### src/design/ffa_pkg.sv
// ============================================================================
// ffa_pkg: shared types and constants for the first-fit allocator
// request and result layouts, node table entry, command and status codes
// ============================================================================
package ffa_pkg;

    // default node table depth
    localparam int NODES_DEFAULT = 128;

    // per-node capacities
    localparam int CORE_CAPACITY   = 24;
    localparam int MEMORY_CAPACITY = 64;

    // field widths
    localparam int CORE_W      = 5;
    localparam int MEM_W       = 7;
    localparam int NODE_FIELD_W = 7;
    localparam int STATUS_W    = 2;
    localparam int CFG_W       = 8;

    localparam logic [CFG_W-1:0] CFG_RESET = 8'd128;

    // command codes
    localparam logic CMD_ALLOC   = 1'b0;
    localparam logic CMD_RELEASE = 1'b1;

    // status codes
    localparam logic [STATUS_W-1:0] STATUS_DONE   = 2'd0;
    localparam logic [STATUS_W-1:0] STATUS_NO_FIT = 2'd1;
    localparam logic [STATUS_W-1:0] STATUS_RANGE  = 2'd2;

    typedef struct packed {
        logic                    cmd;
        logic [NODE_FIELD_W-1:0] target_node;
        logic [CORE_W-1:0]       cores_wanted;
        logic [MEM_W-1:0]        memory_wanted;
    } alloc_req_t;

    typedef struct packed {
        logic [STATUS_W-1:0]     status;
        logic [NODE_FIELD_W-1:0] chosen_node;
        logic [CORE_W-1:0]       cores_left;
        logic [MEM_W-1:0]        memory_left;
    } alloc_rsp_t;

    // one node table entry
    typedef struct packed {
        logic [CORE_W-1:0] cores;
        logic [MEM_W-1:0]  memory;
    } ffa_entry_t;

    localparam int ENTRY_W = CORE_W + MEM_W;

    // shared unit result
    typedef struct packed {
        logic       fit;
        ffa_entry_t entry;
    } ffa_alu_out_t;

endpackage

### src/design/ffa_ram.sv
// ============================================================================
// ffa_ram: generic single-write, single-read memory
// one write port, one read port with registered read data
// ============================================================================
module ffa_ram #(
    parameter int WIDTH = 8,
    parameter int DEPTH = 16
) (
    input  logic                                    clk,
    input  logic                                    we,
    input  logic [(DEPTH > 1 ? $clog2(DEPTH) : 1)-1:0] waddr,
    input  logic [WIDTH-1:0]                        wdata,
    input  logic [(DEPTH > 1 ? $clog2(DEPTH) : 1)-1:0] raddr,
    output logic [WIDTH-1:0]                        rdata
);

    logic [WIDTH-1:0] mem [DEPTH];

    always_ff @(posedge clk)
    begin
        if (we)
        begin
            mem[waddr] <= wdata;
        end
        rdata <= mem[raddr];
    end

endmodule

### src/design/ffa_alu.sv
// ============================================================================
// ffa_alu: shared compare and update unit
// fit test and subtract for allocate, saturating add for release
// ============================================================================
module ffa_alu
    import ffa_pkg::*;
(
    input  ffa_entry_t        entry,
    input  logic              release_op,
    input  logic [CORE_W-1:0] cores,
    input  logic [MEM_W-1:0]  memory,
    output ffa_alu_out_t      result
);

    logic [CORE_W:0] core_sum;
    logic [MEM_W:0]  mem_sum;

    always_comb
    begin
        core_sum = {1'b0, entry.cores} + {1'b0, cores};
        mem_sum  = {1'b0, entry.memory} + {1'b0, memory};
        result.fit = (entry.cores >= cores) && (entry.memory >= memory);
        if (release_op)
        begin
            result.entry.cores  = (core_sum > (CORE_W+1)'(CORE_CAPACITY))
                                ? CORE_W'(CORE_CAPACITY) : core_sum[CORE_W-1:0];
            result.entry.memory = (mem_sum > (MEM_W+1)'(MEMORY_CAPACITY))
                                ? MEM_W'(MEMORY_CAPACITY) : mem_sum[MEM_W-1:0];
        end
        else
        begin
            result.entry.cores  = entry.cores - cores;
            result.entry.memory = entry.memory - memory;
        end
    end

endmodule

### src/design/first_fit_two_resource_allocator.sv
// ============================================================================
// first_fit_two_resource_allocator: first-fit core and memory allocator
// node table in a ram, scanned one entry per cycle by a shared compare unit
// ============================================================================
//
//  channel   signals                  direction  handshake
//  -------   -----------------------  ---------  ------------------------------
//  request   start, busy, req         in         taken when start && !busy
//  result    done, rsp                out        one-cycle strobe, no stall
//  config    cfg_we, cfg_wdata        in         written when cfg_we
//
//  after reset a clearing pass writes every node to full capacity with busy high
//  allocate scans from node 0 and stops at the first node that fits;
//  no fit: all count nodes are checked, count being min(nodes_in_use, NODES)
//  release reads then writes the named node; out-of-range release or empty node set is answered from idle
//  the scan rate is set by the single read port of the node ram
//  results cannot be held off: done pulses for one cycle with rsp valid
//
module first_fit_two_resource_allocator
    import ffa_pkg::*;
#(
    parameter int NODES = NODES_DEFAULT
) (
    input  logic             clk,
    input  logic             rst_n,
    input  logic             start,
    output logic             busy,
    input  alloc_req_t       req,
    output logic             done,
    output alloc_rsp_t       rsp,
    input  logic             cfg_we,
    input  logic [CFG_W-1:0] cfg_wdata
);

    // index into the node table and counter that can hold NODES itself
    localparam int NODE_W = (NODES > 1) ? $clog2(NODES) : 1;
    localparam int CNT_W  = $clog2(NODES + 1);
    localparam int CMP_W  = (CNT_W > CFG_W) ? CNT_W : CFG_W;
    localparam int TGT_W  = (CNT_W > NODE_FIELD_W) ? CNT_W : NODE_FIELD_W;

    typedef enum logic [4:0] {
        S_CLEAR  = 5'b00001,
        S_IDLE   = 5'b00010,
        S_SCAN   = 5'b00100,
        S_REL_RD = 5'b01000,
        S_REL_WR = 5'b10000
    } state_t;

    state_t           state_reg, state_next;
    logic [CFG_W-1:0] nodes_in_use_reg;
    alloc_req_t       req_reg, req_next;
    logic [NODE_W-1:0] clr_reg, clr_next;
    logic [CNT_W-1:0] scan_reg, scan_next;
    logic             chk_valid_reg, chk_valid_next;
    logic [NODE_W-1:0] chk_idx_reg, chk_idx_next;
    logic             done_reg, done_next;
    alloc_rsp_t       rsp_reg, rsp_next;

    // effective node count and checks
    logic [CMP_W-1:0] cfg_ext;
    logic [CNT_W-1:0] count;
    logic             target_out;
    logic             issue_ok;

    // ram ports
    logic              ram_we;
    logic [NODE_W-1:0] ram_waddr;
    ffa_entry_t        ram_wdata;
    logic [NODE_W-1:0] ram_raddr;
    ffa_entry_t        ram_rdata;
    logic [NODE_W-1:0] tgt_idx;
    ffa_entry_t        full_entry;

    ffa_alu_out_t      alu_out;

    assign cfg_ext    = CMP_W'(nodes_in_use_reg);
    assign count      = (cfg_ext > CMP_W'(NODES)) ? CNT_W'(NODES) : CNT_W'(cfg_ext);
    // range check uses the live request at accept time
    assign target_out = TGT_W'(req.target_node) >= TGT_W'(count);
    assign issue_ok   = scan_reg < count;
    assign tgt_idx    = NODE_W'(req_reg.target_node);

    assign full_entry.cores  = CORE_W'(CORE_CAPACITY);
    assign full_entry.memory = MEM_W'(MEMORY_CAPACITY);

    // scan reads walk the table, release reads the named node
    assign ram_raddr = (state_reg == S_SCAN) ? scan_reg[NODE_W-1:0] : tgt_idx;

    ffa_ram #(
        .WIDTH (ENTRY_W),
        .DEPTH (NODES)
    ) u_table (
        .clk   (clk),
        .we    (ram_we),
        .waddr (ram_waddr),
        .wdata (ram_wdata),
        .raddr (ram_raddr),
        .rdata (ram_rdata)
    );

    // one compare/update unit shared by allocate and release
    ffa_alu u_alu (
        .entry      (ram_rdata),
        .release_op (state_reg == S_REL_WR),
        .cores      (req_reg.cores_wanted),
        .memory     (req_reg.memory_wanted),
        .result     (alu_out)
    );

    // sequencer
    always_comb
    begin
        state_next     = state_reg;
        req_next       = req_reg;
        clr_next       = clr_reg;
        scan_next      = scan_reg;
        chk_valid_next = 1'b0;
        chk_idx_next   = chk_idx_reg;
        done_next      = 1'b0;
        rsp_next       = rsp_reg;
        ram_we         = 1'b0;
        ram_waddr      = tgt_idx;
        ram_wdata      = alu_out.entry;

        unique case (state_reg)
            S_CLEAR:
            begin
                // fill every node with full capacity
                ram_we    = 1'b1;
                ram_waddr = clr_reg;
                ram_wdata = full_entry;
                clr_next  = clr_reg + 1'b1;
                if (clr_reg == NODE_W'(NODES - 1))
                begin
                    state_next = S_IDLE;
                end
            end
            S_IDLE:
            begin
                if (start)
                begin
                    req_next = req;
                    if (req.cmd == CMD_ALLOC)
                    begin
                        if (count == '0)
                        begin
                            done_next = 1'b1;
                            rsp_next  = '{status: STATUS_NO_FIT, default: '0};
                        end
                        else
                        begin
                            scan_next  = '0;
                            state_next = S_SCAN;
                        end
                    end
                    else
                    begin
                        if (target_out)
                        begin
                            done_next = 1'b1;
                            rsp_next  = '{status: STATUS_RANGE, default: '0};
                        end
                        else
                        begin
                            state_next = S_REL_RD;
                        end
                    end
                end
            end
            S_SCAN:
            begin
                // issue next read while checking the one that returned
                chk_valid_next = issue_ok;
                chk_idx_next   = scan_reg[NODE_W-1:0];
                scan_next      = issue_ok ? scan_reg + 1'b1 : scan_reg;
                if (chk_valid_reg && alu_out.fit)
                begin
                    ram_we         = 1'b1;
                    ram_waddr      = chk_idx_reg;
                    chk_valid_next = 1'b0;
                    done_next      = 1'b1;
                    rsp_next.status      = STATUS_DONE;
                    rsp_next.chosen_node = NODE_FIELD_W'(chk_idx_reg);
                    rsp_next.cores_left  = alu_out.entry.cores;
                    rsp_next.memory_left = alu_out.entry.memory;
                    state_next = S_IDLE;
                end
                else if (!chk_valid_reg && !issue_ok)
                begin
                    // every node checked, none fits
                    done_next  = 1'b1;
                    rsp_next   = '{status: STATUS_NO_FIT, default: '0};
                    state_next = S_IDLE;
                end
            end
            S_REL_RD:
            begin
                // target entry read in flight
                state_next = S_REL_WR;
            end
            S_REL_WR:
            begin
                ram_we    = 1'b1;
                done_next = 1'b1;
                rsp_next.status      = STATUS_DONE;
                rsp_next.chosen_node = req_reg.target_node;
                rsp_next.cores_left  = alu_out.entry.cores;
                rsp_next.memory_left = alu_out.entry.memory;
                state_next = S_IDLE;
            end
            default:
            begin
                state_next = S_IDLE;
            end
        endcase
    end

    always_ff @(posedge clk or negedge rst_n)
    begin
        if (!rst_n)
        begin
            state_reg        <= S_CLEAR;
            nodes_in_use_reg <= CFG_RESET;
            clr_reg          <= '0;
            scan_reg         <= '0;
            chk_valid_reg    <= 1'b0;
            done_reg         <= 1'b0;
        end
        else
        begin
            state_reg     <= state_next;
            clr_reg       <= clr_next;
            scan_reg      <= scan_next;
            chk_valid_reg <= chk_valid_next;
            done_reg      <= done_next;
            if (cfg_we)
            begin
                nodes_in_use_reg <= cfg_wdata;
            end
        end
    end

    // payload registers
    always_ff @(posedge clk)
    begin
        req_reg     <= req_next;
        chk_idx_reg <= chk_idx_next;
        rsp_reg     <= rsp_next;
    end

    assign busy = (state_reg != S_IDLE);
    assign done = done_reg;
    assign rsp  = rsp_reg;

`ifndef NO_ASSERTIONS
    // rejected requests carry an all-zero payload
    a_reject_zero: assert property (@(posedge clk) disable iff (!rst_n)
        done && (rsp.status != STATUS_DONE) |->
            (rsp.chosen_node == '0) && (rsp.cores_left == '0) && (rsp.memory_left == '0))
        else $error("rejected result with nonzero payload");

    // the table is never written while idle
    a_no_idle_write: assert property (@(posedge clk) disable iff (!rst_n)
        (state_reg == S_IDLE) |-> !ram_we)
        else $error("table write while idle");

    // a completed operation never leaves a node above capacity
    a_cap: assert property (@(posedge clk) disable iff (!rst_n)
        done && (rsp.status == STATUS_DONE) |->
            (rsp.cores_left <= CORE_W'(CORE_CAPACITY))
            && (rsp.memory_left <= MEM_W'(MEMORY_CAPACITY)))
        else $error("node left above capacity");

    // a pending check only follows a scan cycle
    a_chk_scan: assert property (@(posedge clk) disable iff (!rst_n)
        chk_valid_reg |-> (state_reg == S_SCAN) && $past(state_reg == S_SCAN))
        else $error("check pending outside scan");
`endif

endmodule

### config.mk
export PLATFORM = sky130hd
export DESIGN_NAME = first_fit_two_resource_allocator
export DESIGN_NICKNAME = d
export VERILOG_FILES = /design/src/design/ffa_pkg.sv /design/src/design/ffa_ram.sv /design/src/design/ffa_alu.sv /design/src/design/first_fit_two_resource_allocator.sv
export SDC_FILE = /design/constraint.sdc
export NUM_CORES = 2
export LEC_CHECK = 0
export ABC_CLOCK_PERIOD_IN_PS = 9900
export BUFFER_PORTS_ARGS = -buffer_cell sky130_fd_sc_hd__buf_2
export CORE_UTILIZATION = 43
export CTS_CLUSTER_SIZE = 10
export DETAILED_ROUTE_END_ITERATION = 10
export HOLD_SLACK_MARGIN = 0.15
export REMOVE_ABC_BUFFERS = 1
export SKIP_CTS_REPAIR_TIMING = 1
export SLEW_MARGIN = 20
export SYNTH_ARGS = -nofsm -noshare
export SYNTH_HDL_FRONTEND = slang
export SYNTH_SLANG_ARGS = --single-unit
### constraint.sdc
create_clock -name clk -period 9.9 [get_ports clk]
set_input_delay 0.495 -clock clk [delete_from_list [all_inputs] [get_ports clk]]
set_output_delay 0.495 -clock clk [all_outputs]
set_load 0.02 [all_outputs]
==> results.tsv <==
stage	metric	value	unit
sta	Slew Limit Fails	0	
yosys	syn avg cell area	15.53	µm²
power_and_ir_drop	Power per Cell Area	309.7	nW/µm²
clock_tree	Skew-Pair Late Insertion Delay	820	ps
yosys	Seq cells post-synth	1625	
worst_hold_path	Hold Path Class	in -> async	
yosys	Synth Area in XOR/XNOR	0.2122	%
yosys	largest family of logic cells by synthesized area	simple AND/OR/NAND/NOR gates	
die	die span in y	393.9	µm
power_and_ir_drop	Sw Share	35.22	%
sta	Final Hold Viols	0	
critical_path	R2R cell count	11	
final_layout	most frequent cells in the layout	edfxtp_1 (1583), nand2_1 (437), nand3_1 (296), o21ai_0 (204), clkbuf_16 (186)	
critical_path	CP max-delay cell	nand3_1	
critical_path	CP endpoint kind	flop	
route	drc violations	0	
die	Die W	393.9	µm
yosys	Syn Inst Count	4253	
global_routing	initial antenna violation count	3	
final_layout	Layout fillers	12670	
critical_path	Reg2Reg Setup Slack	4100	ps
power_and_ir_drop	leakage	24.07	nW
critical_path	Worst EP required	10320	ps
critical_path	worst path bufs/invs	2	
yosys	Seq/Total Area, Yosys	73.49	%
final_layout	most common cell after layout, fill and taps aside	edfxtp_1	
critical_path	crit path launch type	flop	
final_layout	max reg flops	1536	
yosys	mux contribution to synthesized area	7.101	%
power_and_ir_drop	Comb power frac	29.2	%
critical_path	Slowest Stage Delay on Critical Path	970	ps
yosys	Primary FF master, synth	edfxtp_1	
critical_path	CP delay by family, top	compound AO/OA/AOI/OAI gates	
die	core area	152300	µm²
route	DRT Pass-1 Iters	7	
route	WL per Instance	29.44	µm
critical_path	CP Max Fanout	20	
final_layout	Final nets	4426	
place	HPWL Detailed	112600	µm
yosys	Post-synth EDFFs	1583	
sta	clk_skew	36.06	ps
clock_tree	# H-tree levels	4	
sta	fmax	0.1723	GHz
clock_tree	Max clock buf depth	3	
yosys	adder-cell area share of the yosys netlist	0.8791	%
final_layout	Area Growth Syn to Fin	12.34	%
global_routing	vias in the first global route	37820	
yosys	Synthesis Warnings	0	
global_routing	first-pass GRT wire length	272700	µm
global_routing	Overflow after GRT	0	
clock_tree	Clk pin slew, worst setup/hold paths	60	ps
critical_path	most frequent CP cell	o21a_1	
critical_path	worst reg2reg endpoint	u_table.mem[36][2]	
route	Routed WL	189800	µm
die	starting density of the core	43.37	%
route	Avg Vias per Cell	6.126	
critical_path	reg2reg start	req_reg[1]	
critical_path	CP Data Arrival Time	6230	ps
critical_path	cell chain of the critical path	inv_1 > ha_1 > nor2b_1 > o21a_1 > o21a_1 > o31a_1 > o211a_1 > o311ai_1 > nand3_1 > buf_4 > nor2_1	
sta	RSZ-0062 raised after global routing	false	
route	vias	39490	
power_and_ir_drop	cell internal pwr	14.88	mW
route	1st-iter DRT viols	5456	
sta	post-route setup TNS	0	ps
yosys	post-synthesis compound-gate area fraction	7.446	%
global_routing	Total Routing Usage GR	24.15	%
yosys	synthesized area	66040	µm²
sta	fin crit period	5804	ps
sta	final setup violation count	0	
die	Die ar.	155100	µm²
yosys	distinct cell type count after synthesis	91	
sta	Tcrit/Tclk final	58.63	%
global_routing	pin count of the biggest net entering global routing	129	
job	maxcap violations	0	
clock_tree	clock root buffer	clkbuf_16	
run_status	status	finished clean	
critical_path	Setup CP Type	reg -> reg	
die	I/O pin total	55	
power_and_ir_drop	Max VDD drop	529.6	µV
route	ANT nets after route	0	
place	GPL Wtd Cong	0.9049	
sta	Slew HR	15.35	%
place	Port-buffer cells	54	
final_layout	Util after Layout	48.72	%
final_layout	layout cell share with drive strength beyond 1	13.21	%
sta	Worst-Margin Slew	1258	ps
clock_tree	clock sink count	1625	
power_and_ir_drop	Sequential Power Share	44.3	%
clock_tree	TritonCTS clock tree	yes	
clock_tree	Inserted Clock Buffers	183	
power_and_ir_drop	NetSw	8.091	mW
power_and_ir_drop	clock network power share	26.5	%
die	row cnt	143	
yosys	ys async rst share	1.846	%
yosys	Synth Area in Simple Gates	8.410	%
## per-layer routing
| layer | vias to the layer above | track usage (%) | wire length [µm] |
|---|---|---|---|
| met5 | - | 0 | 13 |
| met1 | 20270 | 34.93 | 79740 |
| li1 | 16920 | - | - |
| met4 | 2 | 8.088 | 5913 |
| met2 | 2009 | 36.38 | 86060 |
| met3 | 286 | 5.047 | 18040 |
## per-stage QoR
step                setup slack, ps  hold slack (ps)  power (mW)  area [µm²]  std cells
CTS                            4200           -283.1       22.99       73700       6404
finish                         4096            278.7       22.98       74190       6445
detailed placement             4235            500.5       17.00       68540       6155
floorplan                    -835.3            199.4       14.06       64570       3970
global placement               4324            498.7       16.88       68520       6155
global route                   3849            328.3       23.63       74190       6444
## Yosys cell counts (13+ instances only)
| library cell | instances | area share, % |
|---|---|---|
| or4_1 | 24 | 0.27 |
| nor4_1 | 56 | 0.53 |
| a21o_1 | 21 | 0.24 |
| nor2_1 | 154 | 0.88 |
| nand4_1 | 48 | 0.45 |
| buf_2 | 67 | 0.51 |
| nor3_1 | 43 | 0.33 |
| dfrtp_1 | 28 | 1.1 |
| xnor2_1 | 15 | 0.20 |
| buf_4 | 18 | 0.20 |
| o22ai_1 | 48 | 0.45 |
| and3_1 | 46 | 0.44 |
| mux4_2 | 114 | 3.9 |
| buf_6 | 19 | 0.32 |
| clkbuf_1 | 154 | 0.88 |
| nand2_1 | 440 | 2.5 |
| mux2i_1 | 185 | 2.8 |
| a32oi_1 | 15 | 0.20 |
| a31oi_1 | 16 | 0.15 |
| a221o_1 | 13 | 0.20 |
| nand3_1 | 304 | 2.3 |
| ha_1 | 40 | 0.76 |
| a311oi_1 | 22 | 0.29 |
| o311ai_0 | 13 | 0.17 |
| inv_1 | 41 | 0.23 |
| buf_1 | 17 | 0.097 |
| nand4b_1 | 17 | 0.23 |
| o21ai_0 | 206 | 1.6 |
| a211oi_1 | 49 | 0.56 |
| edfxtp_1 | 1583 | 72 |
| a21oi_1 | 191 | 1.4 |
## worst max path at each step
stage	startpoint	end	slack, ps	depth (start not counted)
detailed placement	req_reg[1]	u_table.mem[60][7]	4240	11
global route	req_reg[1]	u_table.mem[36][2]	3850	11
floorplan	state_reg[2]	u_table.rdata[10]	-840	8
global placement	req_reg[1]	u_table.mem[124][1]	4320	11
finish	req_reg[1]	u_table.mem[36][2]	4100	11
CTS	req_reg[1]	u_table.mem[60][7]	4200	11
## cell type report
cell class | instances | area (µm²) | share of cell area [%]
Antenna cell | 1 | 2.502 | 0.003373
Inverter | 43 | 161.4 | 0.2176
Clock buffer | 233 | 4851 | 6.539
Clock inverter | 16 | 304.0 | 0.4098
Tap cell | 2030 | 2540 | 3.424
Timing Repair Buffer | 195 | 1491 | 2.010
Sequential cell | 1625 | 48530 | 65.41
Multi-Input combinational cell | 2302 | 16310 | 21.98
## logic make-up (layout without fill, tap and decap cells)
group | after synthesis | in the layout
flip-flops | 1625 | 1625
AND/OR/NAND/NOR | 1174 | 1174
AO/OA/AOI/OAI | 753 | 753
buffers and inverters | 326 | 487
multiplexers | 315 | 315
adder cells (fa/ha/maj) | 44 | 44
XOR/XNOR | 16 | 16
other | 0 | 1
## power groups by stage
stage,logic [mW],registers (mW),clock network (mW)
after floorplan,3.33,10.7,0
after global placement,6.56,10.3,0
after detailed placement,6.68,10.3,0
after CTS,6.66,10.2,6.15
after global routing,7.03,10.2,6.40
final,6.71,10.2,6.08
## worst register-to-register path, delay by kind of cell, from the launching register on
kind / cells / cell delay [ps]
flip-flops: 1 / 440
buffers and inverters: 2 / 720
AND/OR/NAND/NOR: 3 / 1950
AO/OA/AOI/OAI: 5 / 2030
adder cells (fa/ha/maj): 1 / 260
Power figures use the tool's default switching activity.
